`config.mk`:
```
export PLATFORM = sky130hd
export DESIGN_NAME = nrtp_ctrl
export DESIGN_NICKNAME = d
export VERILOG_FILES = /design/src/hdl/nrtp_pkg.sv /design/src/hdl/nrtp_ctrl.sv
export SDC_FILE = /design/constraint.sdc
export NUM_CORES = 1
export LEC_CHECK = 0
export BUFFER_PORTS_ARGS = -buffer_cell sky130_fd_sc_hd__buf_2
export CAP_MARGIN = 20
export CORE_AREA = 2 2 39 41
export CTS_CLUSTER_SIZE = 12
export DETAILED_ROUTE_END_ITERATION = 16
export DIE_AREA = 0 0 41 43
export GPL_TIMING_DRIVEN = 0
export PLACE_DENSITY_LB_ADDON = 0.05
export RECOVER_POWER = 100
export SLEW_MARGIN = 20
export SYNTH_ARGS = -nofsm -noshare
export SYNTH_HDL_FRONTEND = slang
export SYNTH_SLANG_ARGS = --single-unit
```
`constraint.sdc`:
```
create_clock -name clock -period 1.1 [get_ports clock]
set_input_delay 0.165 -clock clock [delete_from_list [all_inputs] [get_ports clock]]
set_output_delay 0.165 -clock clock [all_outputs]
set_load 0.03 [all_outputs]
```
`src/hdl/nrtp_pkg.sv`:
```
// Types and constants shared by the nested region time profiler.
// Used by nrtp_ctrl, nrtp_datapath and nested_region_time_profiler_unit.
package nrtp_pkg;

   localparam int ID_W        = 6;
   localparam int DATA_W      = 64;
   localparam int CODE_W      = 2;
   localparam int REQ_TDATA_W = 136;
   localparam int RSP_TDATA_W = 264;

   localparam logic [CODE_W-1:0] KIND_ENTER = 2'd0;
   localparam logic [CODE_W-1:0] KIND_EXIT  = 2'd1;
   localparam logic [CODE_W-1:0] KIND_READ  = 2'd2;

   localparam logic [CODE_W-1:0] RSP_OK    = 2'd0;
   localparam logic [CODE_W-1:0] RSP_FULL  = 2'd1;
   localparam logic [CODE_W-1:0] RSP_EMPTY = 2'd2;

   typedef enum logic [2:0] {
      ST_CLEAR,
      ST_IDLE,
      ST_ENTER,
      ST_REPORT,
      ST_EX_STACK,
      ST_EX_PARENT,
      ST_EX_SELF
   } state_type;

   typedef struct packed {
      logic [DATA_W-1:0] bytes;
      logic [DATA_W-1:0] hits;
      logic [DATA_W-1:0] excl;
      logic [DATA_W-1:0] incl;
   } entry_type;

   typedef struct packed {
      logic              idle;
      logic              clear_wr;
      logic              accept;
      logic              enter_commit;
      logic              stack_step;
      logic              parent_commit;
      logic              exit_commit;
      logic              report;
      logic [CODE_W-1:0] rsp_code;
   } cmd_type;

   typedef struct packed {
      logic              clear_done;
      logic              stack_full;
      logic              stack_empty;
      logic              out_free;
      logic [CODE_W-1:0] in_kind;
      logic [CODE_W-1:0] held_kind;
   } status_type;

endpackage

```
`src/hdl/nrtp_ctrl.sv`:
```
// Controller state machine of the profiler: sequences clear, enter, exit and read.
// Depends on nrtp_pkg; drives nrtp_datapath through cmd_type.
module nrtp_ctrl (
   input  logic                clock,
   input  logic                reset,
   input  logic                req_tvalid,
   input  nrtp_pkg::status_type st,
   output nrtp_pkg::cmd_type    cmd
);
   import nrtp_pkg::*;

   state_type state_ff, state_in;

   always_ff @(posedge clock) begin
      if (reset) begin
         state_ff <= ST_CLEAR;
      end else begin
         state_ff <= state_in;
      end
   end

   always_comb begin
      state_in = state_ff;
      cmd      = '0;
      case (state_ff)
         ST_CLEAR: begin
            cmd.clear_wr = 1'b1;
            if (st.clear_done) begin
               state_in = ST_IDLE;
            end
         end
         ST_IDLE: begin
            cmd.idle = 1'b1;
            if (req_tvalid) begin
               cmd.accept = 1'b1;
               if (st.in_kind == KIND_ENTER) begin
                  state_in = st.stack_full ? ST_REPORT : ST_ENTER;
               end else if (st.in_kind == KIND_EXIT) begin
                  state_in = st.stack_empty ? ST_REPORT : ST_EX_STACK;
               end else begin
                  state_in = ST_REPORT;
               end
            end
         end
         ST_ENTER: begin
            if (st.out_free) begin
               cmd.enter_commit = 1'b1;
               state_in         = ST_IDLE;
            end
         end
         ST_REPORT: begin
            if (st.out_free) begin
               cmd.report = 1'b1;
               if (st.held_kind == KIND_ENTER) begin
                  cmd.rsp_code = RSP_FULL;
               end else if (st.held_kind == KIND_EXIT) begin
                  cmd.rsp_code = RSP_EMPTY;
               end else begin
                  cmd.rsp_code = RSP_OK;
               end
               state_in = ST_IDLE;
            end
         end
         ST_EX_STACK: begin
            cmd.stack_step = 1'b1;
            state_in       = ST_EX_PARENT;
         end
         ST_EX_PARENT: begin
            cmd.parent_commit = 1'b1;
            state_in          = ST_EX_SELF;
         end
         ST_EX_SELF: begin
            if (st.out_free) begin
               cmd.exit_commit = 1'b1;
               state_in        = ST_IDLE;
            end
         end
         default: begin
            state_in = ST_IDLE;
         end
      endcase
   end

endmodule

```
# == Yosys cells after proc, flatten, opt, wreduce, memory -nomap -nowiden ==
# Index checks and enable logic that the tools add are counted.
# totals
register_bits,3
inputBits,11
out_inout_bits,10
elab_cells,38
# classes
eq_ne,11
muxes,21
reduce_logical,5
# op_table
op,n
two-way mux 3 bit,8
one-hot mux 3 bit (5 select lines),1
two-way mux 1 bit,10
"== test 3 bit, second input constant",3
"== test 3 x 2 -> 1 bit, second input constant",2
"== test 2 x 1 -> 1 bit, second input constant",2
zero test 2 bit,2
two-way mux 2 bit,2
"inequality test 2 bit, second input constant",2
"== test 3 x 1 -> 1 bit, second input constant",1
zero test 3 bit,1
AND reduction 3 bit,1
OR reduction 3 bit,1
"inequality test 2 x 1 -> 1 bit, second input constant",1

# == Logic depth before layout (Yosys ltp) ==
# depth
depth_word,5
depth_mapped,4

# == Worst setup path after synthesis ==
# Ideal clock, no wire load.
# synth_timing
kind,reg-to-output
start,reg state_ff[2]
end,out cmd[1] (netlist name)
t_arrival_ns,1.411
t_required_ns,0.935
setup_slack_ns,-0.476
path_stages_with_launch,4
n_path_buf,1
cell_sequence,dfxtp_1 buf_2 nand4b_1 nor3b_1
# synth_rtl
element,line_no,rtl
start: declaration,nrtp_ctrl.sv:12,"state_type state_ff, state_in;"
start signal: assignment,nrtp_ctrl.sv:18,state_ff <= state_in;
end: declaration,nrtp_ctrl.sv:8,output nrtp_pkg::cmd_type cmd

==> flow_summary.yaml <==
global_routing:
  grt_first_pass_wirelength_um: 1370
  antenna_found_initial: 0
  grt_overflow_total: 0
  grt_pass1_vias: 368
  grtUsageTotal_pct: 11.6
  grt_start_max_net_pins: 10
clocking:
  cts_made_buffers: 3
  clk_pin_slew_ns: 0.04
  cts_tree: "done"
  htreeDepth: 1
  clock_latency_ns: 0.24
  root_buffer: "clkbuf_4"
  cts_sinks: 3
  clk_path_buf_depth: 2
cells_and_area:
  postLayoutCellArea_um2: 754
  synthToLayoutAreaGrowth_pct: 164
  antennaDiodeCount: 0
  fillCellCount: 134
  largest_register_ffs: 3
  fin_nets: 84
  largest-register: "state_ff"
  top_regs: "state_ff (3)"
  finish.utilization_pct: 54.5
  drive_above_1_share_pct: 86.1
min_path:
  holdPathStages: 2
  min-delay-path-class: "in -> reg"
  hp-start: "reset"
  holdPathEnd: "state_ff[1]"
sta:
  fin_skew_ns: 0.00325
  period_minus_slack_ns: 1.42
  holdWs_ns: 0.128
  drv_slew: 0
  layout_setup_ws_ns: -0.324
  slew_headroom_pct: 83.6
  timing_hold_violations_final: 0
  final-setup-viol-count: 12
  tns_ns: -2.93
  grt_setup_unrepaired: "yes"
  min_period_over_period_pct: 129
  max_freq_ghz: 0.702
  worst_slew_pin_slew_ns: 0.245
logic_synthesis:
  netlist_area_um2: 285
  yosys.area_share.adder_pct: 0
  yosysUniqueCellTypes: 22
  synthCells: 35
  avgSynthCellArea_um2: 8.15
  synth_top_family_by_area: "simple AND/OR/NAND/NOR gates"
  synth_nets: 46
  synth_top_area_share_pct: 21.1
  yosys_warnings: 0
  yosysSeqAreaShare_pct: 21.1
  synth_compound_area_share_pct: 25.4
  ys_seq_elements: 3
  synth_area_leaders: "dfxtp_1, a221oi_2, mux2i_1, nor3_1, buf_4"
  synth_xor_area_share_pct: 0
  yosys.area_share.simple_pct: 35.5
  synthMuxAreaShare_pct: 7.02
  synth_area_leader_cell: "dfxtp_1"
place:
  hpwl_um: 608
  io_buffers: 20
  placed_area_um2: 457
  place_congestion: 0.631
run_status:
  violations: "negative setup slack"
  status: "finished, violations left"
pwr:
  peakVddDrop_mv: 0.599
  leakage_nw: 0.350
  power_density_nw_per_um2: 1060
setup_path:
  cp.required_ns: 0.94
  path_max_fanout: 3
  reg2regPathDepth: 7
  startpoint_type: "register"
  path_buf_inv: 3
  reg2reg_to: "state_ff[0]"
  rr_startpoint: "state_ff[0]"
  critPathMaxStageDelay_ns: 0.32
  critPathCaptureType: "output port"
  crit_path_cell_trace: "buf_6, nand4b_1, buf_6, nor3b_4, buf_6"
  slowest_stage: "dfxtp_2"
  critPathMostFrequentCell: "buf_6"
  rrSetupSlack_ns: -0.23
  crit_type: "reg -> out"
  cpLargestDelayFamily: "buffers and inverters"
  arrival_ns: 1.26
detailed_routing:
  routed-via-count: 403
  via_per_inst: 4.58
  wire_per_inst_um: 11.2
  first_pass_iters: 1
  drt_iter0_drc: 0
  antenna_left: 0
  drc: 0
  drt_wl_total_um: 989
floorplanning:
  die_area_um2: 1760
  die_h_um: 43
  die_w_um: 41
  ios: 21
  start_util_pct: 20.6
  std_cell_rows: 14
  core_area_um2: 1380
run:
  maxCapViolations: 0
==> how the worst max path moves through the flow <==
stage | start | endpoint | slack [ns] | cells after the start
final | state_ff[0] | cmd[1] | -0.32 | 5
after global routing | state_ff[0] | cmd[1] | -0.38 | 5
after CTS | state_ff[2] | cmd[1] | -0.36 | 5
after detailed placement | state_ff[0] | cmd[0] | -0.31 | 4
after global placement | state_ff[0] | cmd[1] | -0.30 | 4
after floorplan | state_ff[0] | cmd[1] | -0.20 | 3
==> report_power, final <==
group	internal (W)	switching, W
Clock	0.000136	0.0000640
Sequential	0.000124	0.00000657
Combinational	0.000260	0.000209
Total	0.000520	0.000279
==> logic make-up after synthesis <==
kind of cell	count (synthesis)
AO/OA/AOI/OAI	8
multiplexers	2
AND/OR/NAND/NOR	16
flip-flops	3
buffers and inverters	6
==> Yosys cell counts <==
cell type  number
nor2_1          4
dfxtp_1         3
inv_1           3
nor3_1          3
a221oi_2        2
and2_1          2
buf_4           2
mux2i_1         2
a21oi_1         1
a22oi_1         1
a32oi_1         1
and3_1          1
and4bb_1        1
buf_2           1
nand2_1         1
nand2b_1        1
nand4b_1        1
nor2b_4         1
nor3b_1         1
o21a_1          1
o21ai_0         1
o41ai_1         1
==> cell usage in the layout, fill, tap and decap left out, drive strengths merged <==
master,count
a21oi,1
a221oi,2
a22oi,1
a32oi,1
and2,2
and3,1
and4bb,1
buf,36
clkbuf,4
dfxtp,3
inv,3
mux2i,2
nand2,1
nand2b,1
nand4b,1
nor2,4
nor2b,1
nor3,3
nor3b,1
o21a,1
o21ai,1
o41ai,1
==> repair_timing <==
item | 4_1_cts | 5_1_grt
setup endpoints to repair | 12 | 13
hold endpoints to repair | 0 | 0
hold buffers | 0 | 0
pin swaps | 10 | 7
buffers inserted | 9 | 6
resized for setup | 31 | 15
==> final cells by class <==
type / count / area, um^2 / area share, %
Buffer: 2 / 22.5 / 2.99
Clock buffer: 4 / 26.3 / 3.48
Inverter: 3 / 11.3 / 1.49
Multi-Input combinational cell: 26 / 312 / 41.3
Sequential cell: 3 / 63.8 / 8.46
Tap cell: 16 / 20.0 / 2.65
Timing Repair Buffer: 34 / 299 / 39.6
==> metal layers <==
metal / wire length, um / track usage, %
met2: 545 / 19.4
met3: 61 / 1.57
met5: 0 / 0
met1: 352 / 11.5
met4: 30 / 10.0
==> metrics by stage <==
| stage | worst slack, ns | power (W) | std cells |
|---|---|---|---|
| after floorplan | -0.202 | 0.000313 | 35 |
| after global placement | -0.303 | 0.000385 | 71 |
| after detailed placement | -0.310 | 0.000383 | 71 |
| after CTS | -0.361 | 0.000710 | 84 |
| after global routing | -0.380 | 0.000843 | 88 |
| final | -0.324 | 0.000800 | 88 |
==> worst reg2reg max path, delay by kind of cell, from the launching register on <==
family,cells,cell delay [ns]
buffers and inverters,4,0.44
AO/OA/AOI/OAI,2,0.39
flip-flops,1,0.31
AND/OR/NAND/NOR,1,0.12
(Power assumes the default switching activity.)
